### src/rtl/core/msr_pkg.sv
`timescale 1ns / 1ps

package msr_pkg;

	localparam int SEED_W = 31;
	localparam int N_W = 15;
	localparam int MULT_W = 15;
	localparam int PROD_W = SEED_W + MULT_W;
	localparam int DIV_STEPS = SEED_W;
	localparam int CNT_W = $clog2(DIV_STEPS);

	localparam logic [MULT_W-1:0] LCG_MULT = 15'd16807;
	localparam logic [SEED_W-1:0] LCG_MOD = 31'h7FFF_FFFF;
	localparam logic [SEED_W-1:0] SEED_RESET = 31'd1;

	typedef enum logic [1:0] {
		ST_IDLE,
		ST_RED,
		ST_DIV,
		ST_OUT
	} msr_state_t;

	typedef struct packed {
		logic start;
		logic reduce;
		logic div_step;
		logic emit;
	} msr_cmd_t;

	typedef struct packed {
		logic out_free;
		logic seed_zero;
	} msr_status_t;

endpackage

### src/rtl/core/msr_if.sv
`timescale 1ns / 1ps

interface msr_req_if;
	logic valid;
	logic ready;
	logic [14:0] range_n;

	modport source (output valid, output range_n, input ready);
	modport sink (input valid, input range_n, output ready);
endinterface

interface msr_rsp_if;
	logic valid;
	logic ready;
	logic [14:0] random_value;

	modport source (output valid, output random_value, input ready);
	modport sink (input valid, input random_value, output ready);
endinterface

### src/rtl/core/msr_ctrl.sv
`timescale 1ns / 1ps

module msr_ctrl (
	input  logic                 clk,
	input  logic                 arst_n,
	input  logic                 in_valid,
	output logic                 in_ready,
	input  msr_pkg::msr_status_t status,
	output msr_pkg::msr_cmd_t    cmd,
	output msr_pkg::msr_state_t  state
);
	import msr_pkg::*;

	localparam logic [CNT_W-1:0] CNT_LAST = CNT_W'(DIV_STEPS - 1);

	msr_state_t state_q, state_d;
	logic [CNT_W-1:0] cnt_q, cnt_d;

	always_ff @(posedge clk or negedge arst_n) begin
		if (!arst_n) begin
			state_q <= ST_IDLE;
			cnt_q <= '0;
		end else begin
			state_q <= state_d;
			cnt_q <= cnt_d;
		end
	end

	always_comb begin
		state_d = state_q;
		cnt_d = cnt_q;
		cmd = '0;
		in_ready = 1'b0;
		unique case (state_q)
			ST_IDLE: begin
				in_ready = 1'b1;
				if (in_valid) begin
					cmd.start = 1'b1;
					state_d = ST_RED;
				end
			end
			ST_RED: begin
				cmd.reduce = 1'b1;
				cnt_d = '0;
				state_d = ST_DIV;
			end
			ST_DIV: begin
				cmd.div_step = 1'b1;
				cnt_d = cnt_q + 1'b1;
				if (cnt_q == CNT_LAST) begin
					state_d = ST_OUT;
				end
			end
			ST_OUT: begin
				// hold the remainder until the output register frees up
				if (status.out_free) begin
					cmd.emit = 1'b1;
					state_d = ST_IDLE;
				end
			end
			default: begin
				state_d = ST_IDLE;
			end
		endcase
	end

	assign state = state_q;

endmodule

### src/rtl/core/msr_dp.sv
`timescale 1ns / 1ps

module msr_dp (
	input  logic                 clk,
	input  logic                 arst_n,
	input  msr_pkg::msr_cmd_t    cmd,
	input  logic [14:0]          range_n,
	output msr_pkg::msr_status_t status,
	output logic                 out_valid,
	input  logic                 out_ready,
	output logic [14:0]          random_value
);
	import msr_pkg::*;

	logic [SEED_W-1:0] seed_q;
	logic [N_W-1:0]    n_q;
	logic [PROD_W-1:0] prod_q;
	logic [SEED_W-1:0] quot_q;
	logic [N_W-1:0]    rem_q;
	logic              out_valid_q;
	logic [N_W-1:0]    out_data_q;

	logic [SEED_W-1:0] seed_op;
	logic [PROD_W-1:0] prod_d;
	logic [SEED_W:0]   red_sum;
	logic [SEED_W-1:0] seed_next;
	logic [N_W:0]      rem_sh;
	logic [N_W:0]      rem_sub;
	logic              rem_ge;

	// force a zero seed to one before the step
	assign seed_op = (seed_q == '0) ? SEED_RESET : seed_q;
	assign prod_d = PROD_W'(seed_op) * PROD_W'(LCG_MULT);

	// fold the high part back in: 2^31 is one modulo 2^31 - 1
	assign red_sum = {1'b0, prod_q[SEED_W-1:0]}
		+ (SEED_W + 1)'(prod_q[PROD_W-1:SEED_W]);
	assign seed_next = (red_sum >= {1'b0, LCG_MOD})
		? SEED_W'(red_sum - {1'b0, LCG_MOD})
		: red_sum[SEED_W-1:0];

	// restoring division step, one dividend bit a cycle
	assign rem_sh = {rem_q, quot_q[SEED_W-1]};
	assign rem_sub = rem_sh - {1'b0, n_q};
	assign rem_ge = (rem_sh >= {1'b0, n_q});

	always_ff @(posedge clk or negedge arst_n) begin
		if (!arst_n) begin
			seed_q <= SEED_RESET;
			out_valid_q <= 1'b0;
		end else begin
			if (cmd.reduce) begin
				seed_q <= seed_next;
			end
			if (cmd.emit) begin
				out_valid_q <= 1'b1;
			end else if (out_ready) begin
				out_valid_q <= 1'b0;
			end
		end
	end

	always_ff @(posedge clk) begin
		if (cmd.start) begin
			n_q <= range_n;
			prod_q <= prod_d;
		end
		if (cmd.reduce) begin
			quot_q <= seed_next;
			rem_q <= '0;
		end else if (cmd.div_step) begin
			quot_q <= {quot_q[SEED_W-2:0], 1'b0};
			rem_q <= rem_ge ? rem_sub[N_W-1:0] : rem_sh[N_W-1:0];
		end
		if (cmd.emit) begin
			out_data_q <= (n_q == '0) ? '0 : rem_q;
		end
	end

	assign status.out_free = !out_valid_q || out_ready;
	assign status.seed_zero = (seed_q == '0);
	assign out_valid = out_valid_q;
	assign random_value = out_data_q;

endmodule

### src/rtl/core/minimal_standard_random_mod_n_core.sv
`timescale 1ns / 1ps

// Channel | Dir | Payload            | Transfer when
// --------+-----+--------------------+-----------------------
// req     | in  | range_n[14:0]      | req.valid && req.ready
// rsp     | out | random_value[14:0] | rsp.valid && rsp.ready
//
// Each request goes through these steps in order: capture range_n and multiply the seed
// by 16807, fold the product modulo 2^31 - 1, compute the bit-serial remainder of
// the 31-bit seed, then load the output register.
// Reset (arst_n low) sets the seed to 1 and empties the output register.
// A stalled response holds in the output register; a new request is taken
// meanwhile and waits in its last step until the register frees up.

module minimal_standard_random_mod_n_core (
	input logic clk,
	input logic arst_n,
	msr_req_if.sink   req,
	msr_rsp_if.source rsp
);
	import msr_pkg::*;

	msr_cmd_t    cmd;
	msr_status_t status;
	msr_state_t  state;
	logic        in_ready;

	// sequencer: walks capture, fold, divide and emit
	msr_ctrl u_ctrl (
		.clk      (clk),
		.arst_n   (arst_n),
		.in_valid (req.valid),
		.in_ready (in_ready),
		.status   (status),
		.cmd      (cmd),
		.state    (state)
	);

	// seed register, multiplier, fold, divider and output register
	msr_dp u_dp (
		.clk          (clk),
		.arst_n       (arst_n),
		.cmd          (cmd),
		.range_n      (req.range_n),
		.status       (status),
		.out_valid    (rsp.valid),
		.out_ready    (rsp.ready),
		.random_value (rsp.random_value)
	);

	assign req.ready = in_ready;

	// a transfer in starts the work, so the next cycle takes no new request
	a_busy_after_accept: assert property (@(posedge clk) disable iff (!arst_n)
		(req.valid && req.ready) |=> !req.ready)
		else $error("request taken while previous one in progress");

	// a response appears only out of the emit step
	a_rsp_from_emit: assert property (@(posedge clk) disable iff (!arst_n)
		$rose(rsp.valid) |-> $past(state == ST_OUT))
		else $error("response raised outside emit step");

	// the generator never reaches the zero seed from reset
	a_seed_nonzero: assert property (@(posedge clk) disable iff (!arst_n)
		!status.seed_zero)
		else $error("seed reached zero");

endmodule
### src/flat_wrapper.sv
// flat-port wrapper written by rule: the top's interface ports become plain ports
module minimal_standard_random_mod_n_core_flat import msr_pkg::*;
  (clk, arst_n, req_valid, req_range_n, req_ready, rsp_valid, rsp_random_value, rsp_ready);
  msr_req_if req_i ();
  msr_rsp_if rsp_i ();
  input logic clk;
  input logic arst_n;
  input wire logic [$bits(req_i.valid)-1:0] req_valid;
  input wire logic [$bits(req_i.range_n)-1:0] req_range_n;
  output wire logic [$bits(req_i.ready)-1:0] req_ready;
  output wire logic [$bits(rsp_i.valid)-1:0] rsp_valid;
  output wire logic [$bits(rsp_i.random_value)-1:0] rsp_random_value;
  input wire logic [$bits(rsp_i.ready)-1:0] rsp_ready;
  assign req_i.valid = req_valid;
  assign req_i.range_n = req_range_n;
  assign req_ready = req_i.ready;
  assign rsp_valid = rsp_i.valid;
  assign rsp_random_value = rsp_i.random_value;
  assign rsp_i.ready = rsp_ready;
  minimal_standard_random_mod_n_core u_core (.clk(clk), .arst_n(arst_n), .req(req_i), .rsp(rsp_i));
endmodule
### config.mk
export PLATFORM = sky130hd
export DESIGN_NAME = minimal_standard_random_mod_n_core_flat
export DESIGN_NICKNAME = d
export VERILOG_FILES = /design/src/rtl/core/msr_pkg.sv /design/src/rtl/core/msr_if.sv /design/src/rtl/core/msr_ctrl.sv /design/src/rtl/core/msr_dp.sv /design/src/rtl/core/minimal_standard_random_mod_n_core.sv /design/src/flat_wrapper.sv
export SDC_FILE = /design/constraint.sdc
export NUM_CORES = 1
export LEC_CHECK = 0
export BUFFER_PORTS_ARGS = -buffer_cell sky130_fd_sc_hd__buf_2
export CAP_MARGIN = 0
export CORE_MARGIN = 3
export CORE_UTILIZATION = 40
export CTS_CLUSTER_DIAMETER = 30
export DETAILED_ROUTE_END_ITERATION = 10
export PLACE_DENSITY = 0.67
export SYNTH_ARGS = -nofsm -noshare
export SYNTH_HDL_FRONTEND = slang
export SYNTH_SLANG_ARGS = --single-unit
### constraint.sdc
create_clock -name clk -period 6.21 [get_ports clk]
set_input_delay 1.242 -clock clk [delete_from_list [all_inputs] [get_ports clk]]
set_output_delay 1.242 -clock clk [all_outputs]
set_load 0.005 [all_outputs]
Yosys cells after proc, flatten, opt, wreduce, memory -nomap -nowiden
Cells that the tools add are included.
{"block": "word_totals", "regBits": 161, "out_inout_bits": 17}
{"block": "op_classes", "addsub": 4, "n_mul": 1, "magnitude_cmp": 2, "n_eq_ne": 7, "muxes": 19, "n_reduce_logical": 9}
{"cell": "2-to-1 mux 31 bit", "count": 4}
{"cell": "multiplier 31 x 15 -> 46 bit (second input constant)", "count": 1}
{"cell": "adder 31 x 15 -> 32 bit", "count": 1}
{"cell": "greater-or-equal comparator 32 x 31 -> 1 bit (second input constant)", "count": 1}
{"cell": "logical NOT 31 bit", "count": 1}
{"cell": "subtractor 31 bit (second input constant)", "count": 1}
{"cell": "greater-or-equal comparator 16 x 15 -> 1 bit", "count": 1}
{"cell": "logical NOT 15 bit", "count": 1}
{"cell": "2-to-1 mux 15 bit", "count": 1}
{"cell": "subtractor 15 bit", "count": 1}
{"cell": "one-hot mux 5 bit (2 select lines)", "count": 1}
{"cell": "2-to-1 mux 1 bit", "count": 9}
{"cell": "one-hot mux 2 bit (4 select lines)", "count": 1}
{"cell": "2-to-1 mux 2 bit", "count": 3}
{"cell": "nonzero test 2 bit", "count": 3}
{"cell": "adder 5 x 1 -> 5 bit (second input constant)", "count": 1}
{"cell": "== test 5 bit (second input constant)", "count": 1}
{"cell": "== test 2 bit (second input constant)", "count": 2}
{"cell": "!= test 2 bit (second input constant)", "count": 2}
{"cell": "AND reduction 3 bit", "count": 1}
{"cell": "== test 2 x 1 -> 1 bit (second input constant)", "count": 1}
{"cell": "logical NOT 2 bit", "count": 1}
{"cell": "!= test 2 x 1 -> 1 bit (second input constant)", "count": 1}
{"cell": "logical NOT 1 bit", "count": 1}
{"cell": "logical OR 1 bit", "count": 1}

Longest topological paths before layout
{"block": "depth", "word_depth": 5, "ltp_mapped": 25, "mapped_depth_nobuf": 24}

Hierarchy
Synthesis repeated with hierarchy kept, for this count alone.
{"block": "hier_totals", "cells_unflattened": 1663, "hier_area_um2": 16273.1}
{"module": "msr_dp", "n_inst": 1, "cells_per_inst": 1617, "area_per_inst_um2": 15825.2}
{"module": "msr_ctrl", "n_inst": 1, "cells_per_inst": 46, "area_per_inst_um2": 447.9}

Worst setup path after synthesis
No wires, ideal clock.
{"block": "synth_timing", "path_kind": "reg-to-reg", "from": "reg u_core.u_dp.seed_q[7]", "to": "reg u_core.u_dp.prod_q[41] (data pin)", "setup_time_ns": 0.272, "arrival_ns": 6.289, "t_required_ns": 5.938, "slack_ns": -0.351, "path_stages_with_launch": 26, "path_buffers": 1, "synth_period_minus_slack_ns": 6.561, "cell_sequence": "dfrtp_1 clkbuf_1 nor4_1 nand4_1 o21ai_0 ha_1 ha_1 inv_1 fa_1 inv_1 ha_1 fa_1 inv_1 fa_1 inv_1 ha_1 a21o_1 a21o_1 a21oi_1 o211ai_1 a31oi_1 a311oi_1 a221oi_1 nor3_1 o311ai_0 a311oi_1"}
{"block": "synth_between", "elab_chain_len": 3}
{"element": "from (decl)", "line": "msr_dp.sv:15", "text": "logic [SEED_W-1:0] seed_q;"}
{"element": "from (signal assigned)", "line": "msr_dp.sv:53", "text": "seed_q <= seed_next;"}
{"element": "logical NOT 31 bit", "line": "msr_dp.sv:32", "text": "assign seed_op = (seed_q == '0) ? SEED_RESET : seed_q;"}
{"element": "2-to-1 mux 31 bit (*)", "line": "msr_dp.sv:32"}
{"element": "multiplier 31 x 15 -> 46 bit (*)", "line": "msr_dp.sv:33", "text": "assign prod_d = PROD_W'(seed_op) * PROD_W'(LCG_MULT);"}
{"element": "net u_core.u_dp.prod_d[41]", "line": "msr_dp.sv:24", "text": "logic [PROD_W-1:0] prod_d;"}
{"element": "to (signal assigned)", "line": "msr_dp.sv:66", "text": "prod_q <= prod_d;"}
{"element": "to (decl)", "line": "msr_dp.sv:17", "text": "logic [PROD_W-1:0] prod_q;"}
Mark *: on every way through the listed nets, which the timed path passes. The rest lies on a longest branch.
A chain may end at the register's enable or synchronous reset.

Final worst setup path
{"block": "layout_timing", "from": "reg u_core.u_dp.seed_q[20]", "to": "reg u_core.u_dp.prod_q[39] (data pin)"}
Same word-level chain as after synthesis.

==> flow_summary.ini <==
[critical_path]
endpoint_kind = register
cp_data_arrival_time_ns = 6.19
crit_path_end = u_core.u_dp.prod_q[39]
worstSetupPathDepth = 25
cp_num_buf_inv = 9
timing.rr.start = u_core.u_dp.seed_q[20]
slowest_stage = fa_1
reg2reg_to = u_core.u_dp.prod_q[39]
critPathMaxFanout = 3
cpMostUsedCell = inv_1
path_class = register to register
startpoint = u_core.u_dp.seed_q[20]
slowest_delay_ns = 0.55
cpLargestDelayFamily = adder cells
reg2reg_setup_slack_ns = 0.19
worst-r2r-cell-count = 25
crit_required_ns = 6.38
setup.worst_path.start_class = register

[logic_synthesis]
synth_nets = 2034
yosysWarningCount = 0
synth_seq_cells = 161
synth_edf_count = 107
synth_cells = 1676
synth-main-ff-cell = edfxtp_1
seq_area_frac_synth_pct = 27.9
synth.avg_cell_area_um2 = 9.60
synth_cell_types = 83
syn_area_um2 = 16100
async_reset_ff_share_pct = 24.2

[die]
dieHeight_um = 207
die_w_um = 207
die_area_um2 = 42700
initial_core_util_pct = 41.1
fp-row-count = 72
core_area_um2 = 39200
num_io_pins = 36

[min_path]
min_from = u_core.u_dp.rem_q[14]
hold_path.class = register to register
hold_depth = 2

[cells_and_area]
n_antenna_cell = 0
stdcell_area_um2 = 18000
nets = 2075
area_growth_pct = 11.9
multi_input_area_um2 = 10300
post-route-util_pct = 45.9
n_fill_cell = 3662
seq_area_um2 = 4490
drive_above_1_share_pct = 12.1

[sta]
worst_slack_ns = 0.193
setup_viol = 0
skew_ns = 0.0200
fin_crit_ns = 6.02
fin_crit_sh_pct = 96.9
fmax_mhz = 166
hold_viol = 0
slew_headroom_pct = 23.8
holdWs_ns = 0.510
worst_slew_pin_slew_ns = 1.14
maxSlewViolCount = 0

[placement]
dpl_cell_area_um2 = 17000
dp_hpwl_um = 31200
gp_congestion = 0.913
io_buffers = 35
post-place-ws_ns = -0.238

[clock_network]
cts_tree = built
htreeDepth = 4
clkLatencyLatePin_ns = 0.44
cts_root_buf = clkbuf_16
holdBufCountCts = 0
path_clk_slew_ns = 0.07
clock_sinks = 161
clockBufferDepth = 2
cts_buffers = 17

[drt]
remaining_drc_errors = 0
initialDrtViolationCount = 845
wl_per_cell_um = 17.4
ant_nets = 0
wirelength_um = 39000
drtPass1Iterations = 5
viasPerCell = 5.30
vias = 11900

[global_routing]
grt_remaining_overflow = 0
grt_max_degree = 93
track_usage_pct = 19.1
grt_pass1_vias = 12300
antenna_found_initial = 1
grt_pass1_wl_um = 64100

[flow_run]
maxCapViolations = 0

[status]
status = finished clean
final cells by class:
cell class / instances / area share, %
timing repair buffer: 105 / 4.08
sequential: 161 / 24.9
tap: 518 / 3.60
clock buffer: 19 / 2.52
clock inverter: 13 / 0.917
inverter: 316 / 6.61
multi-input combinational: 1116 / 57.3
worst min path at each step:
| stage | to | slack [ns] |
|---|---|---|
| 2_1_floorplan | u_core.u_dp.rem_q[14] | 0.45 |
| 3_3_place_gp | u_core.u_dp.rem_q[14] | 0.48 |
| 3_5_place_dp | u_core.u_dp.rem_q[14] | 0.49 |
| 4_1_cts | u_core.u_dp.rem_q[14] | 0.50 |
| 5_1_grt | u_core.u_dp.rem_q[14] | 0.52 |
| 6_report | u_core.u_dp.rem_q[14] | 0.51 |
repair_timing:
item	4_1_cts	5_1_grt
setup buffers	0	10
gates cloned	0	0
resized for setup	7	48
endpoints found under the hold margin	0	0
endpoints found under the setup margin	9	19
pin swaps	4	24
state kept, by name (all words and copies together), names as in the netlist:
signal and cells:
u_core.u_dp.out_valid 1, u_core.u_dp.rem_q 15, u_core.u_dp.n_q 15, u_core.u_ctrl.cnt_q 5, u_core.u_dp.seed_q 31, u_core.u_dp.prod_q 46, u_core.u_ctrl.state 2, u_core.u_dp.quot_q 31
u_core.u_dp.random_value 15
routing by layer:
| metal | wire [um] | share of wire [%] | global-route usage, % | up-vias |
|---|---|---|---|---|
| li1 | - | - | - | 5802 |
| met1 | 17500 | 45 | 25.3 | 5757 |
| met2 | 18400 | 47 | 32.3 | 293 |
| met3 | 1960 | 5.0 | 2.81 | 53 |
| met4 | 1110 | 2.8 | 5.96 | 2 |
| met5 | 13 | 0.033 | 0 | - |
kinds of logic (layout without fill, tap and decap cells):
logic type | Yosys count | after routing | share of synthesized area (%)
flip-flops | 161 | 161 | 27.9
multiplexers | 14 | 14 | 0.871
XOR/XNOR | 80 | 80 | 4.35
AO/OA/AOI/OAI | 304 | 304 | 13.0
adder cells (fa/ha/maj) | 339 | 339 | 31.8
buffers and inverters | 399 | 453 | 9.46
AND/OR/NAND/NOR | 379 | 379 | 12.6
worst min-delay path, stage by stage, from the launching register on:
cell	delay (ns)
dfxtp_1	0.33
nand3_1	0.07
o41ai_1	0.06
through the flow:
step	setup TNS [ns]	cells
6_report	0	2248
4_1_cts	0	2238
3_3_place_gp	-0.0107	2206
2_1_floorplan	0	1676
5_1_grt	-0.191	2248
3_5_place_dp	-0.630	2206
synthesized netlist by cell type (6+ instances only):
| cell type | number | area (um^2) |
|---|---|---|
| a21boi_0 | 6 | 45.0 |
| nor2b_1 | 11 | 68.8 |
| o2bb2ai_1 | 13 | 114 |
| nor2_1 | 90 | 338 |
| dfxtp_1 | 15 | 300 |
| xor2_1 | 42 | 368 |
| a211oi_1 | 21 | 158 |
| a21o_1 | 27 | 203 |
| edfxtp_1 | 107 | 3210 |
| o211ai_1 | 9 | 67.6 |
| clkbuf_1 | 75 | 282 |
| a311oi_1 | 6 | 52.6 |
| nor3_1 | 30 | 150 |
| mux2i_1 | 14 | 140 |
| a21oi_1 | 66 | 330 |
| dfrtp_1 | 38 | 951 |
| nor4_1 | 21 | 131 |
| and3_1 | 12 | 75.1 |
| inv_1 | 316 | 1190 |
| nand3b_1 | 6 | 45.0 |
| o21a_1 | 9 | 67.6 |
| o21bai_1 | 14 | 105 |
| or2_2 | 13 | 81.3 |
| nand3_1 | 46 | 230 |
| nand4_1 | 19 | 119 |
| o22ai_1 | 11 | 68.8 |
| a31oi_1 | 12 | 75.1 |
| o21ai_0 | 55 | 275 |
| or3_1 | 9 | 56.3 |
| ha_1 | 222 | 2780 |
| nand2_1 | 52 | 195 |
| fa_1 | 117 | 2340 |
| and2_1 | 37 | 231 |
| xnor2_1 | 38 | 333 |
| nand2b_1 | 12 | 75.1 |
cells in the final DEF (no fill, tap or decap), types with 11 or more instances in the layout:
master | Yosys | layout
nand2b_1 | 12 | 12
xnor2_1 | 38 | 38
o21bai_1 | 14 | 14
and2_1 | 37 | 36
nand4_1 | 19 | 19
a21o_1 | 27 | 27
nor3_1 | 30 | 28
nor4_1 | 21 | 16
a31oi_1 | 12 | 11
nor2_1 | 90 | 89
xor2_1 | 42 | 38
or2_2 | 13 | 13
buf_4 | 0 | 62
dfrtp_1 | 38 | 38
buf_2 | 2 | 35
clkbuf_16 | 0 | 18
fa_1 | 117 | 117
edfxtp_1 | 107 | 107
ha_1 | 222 | 212
nand2_1 | 52 | 52
a211oi_1 | 21 | 21
nand3_1 | 46 | 46
mux2i_1 | 14 | 14
nor2b_1 | 11 | 11
a21oi_1 | 66 | 59
o21ai_0 | 55 | 52
o2bb2ai_1 | 13 | 13
inv_1 | 316 | 313
dfxtp_1 | 15 | 15
and3_1 | 12 | 12
o22ai_1 | 11 | 11
Power is left out: the tool's default activity adds up to more than one toggle a clock period on the data nets, which glitch-free logic cannot reach.
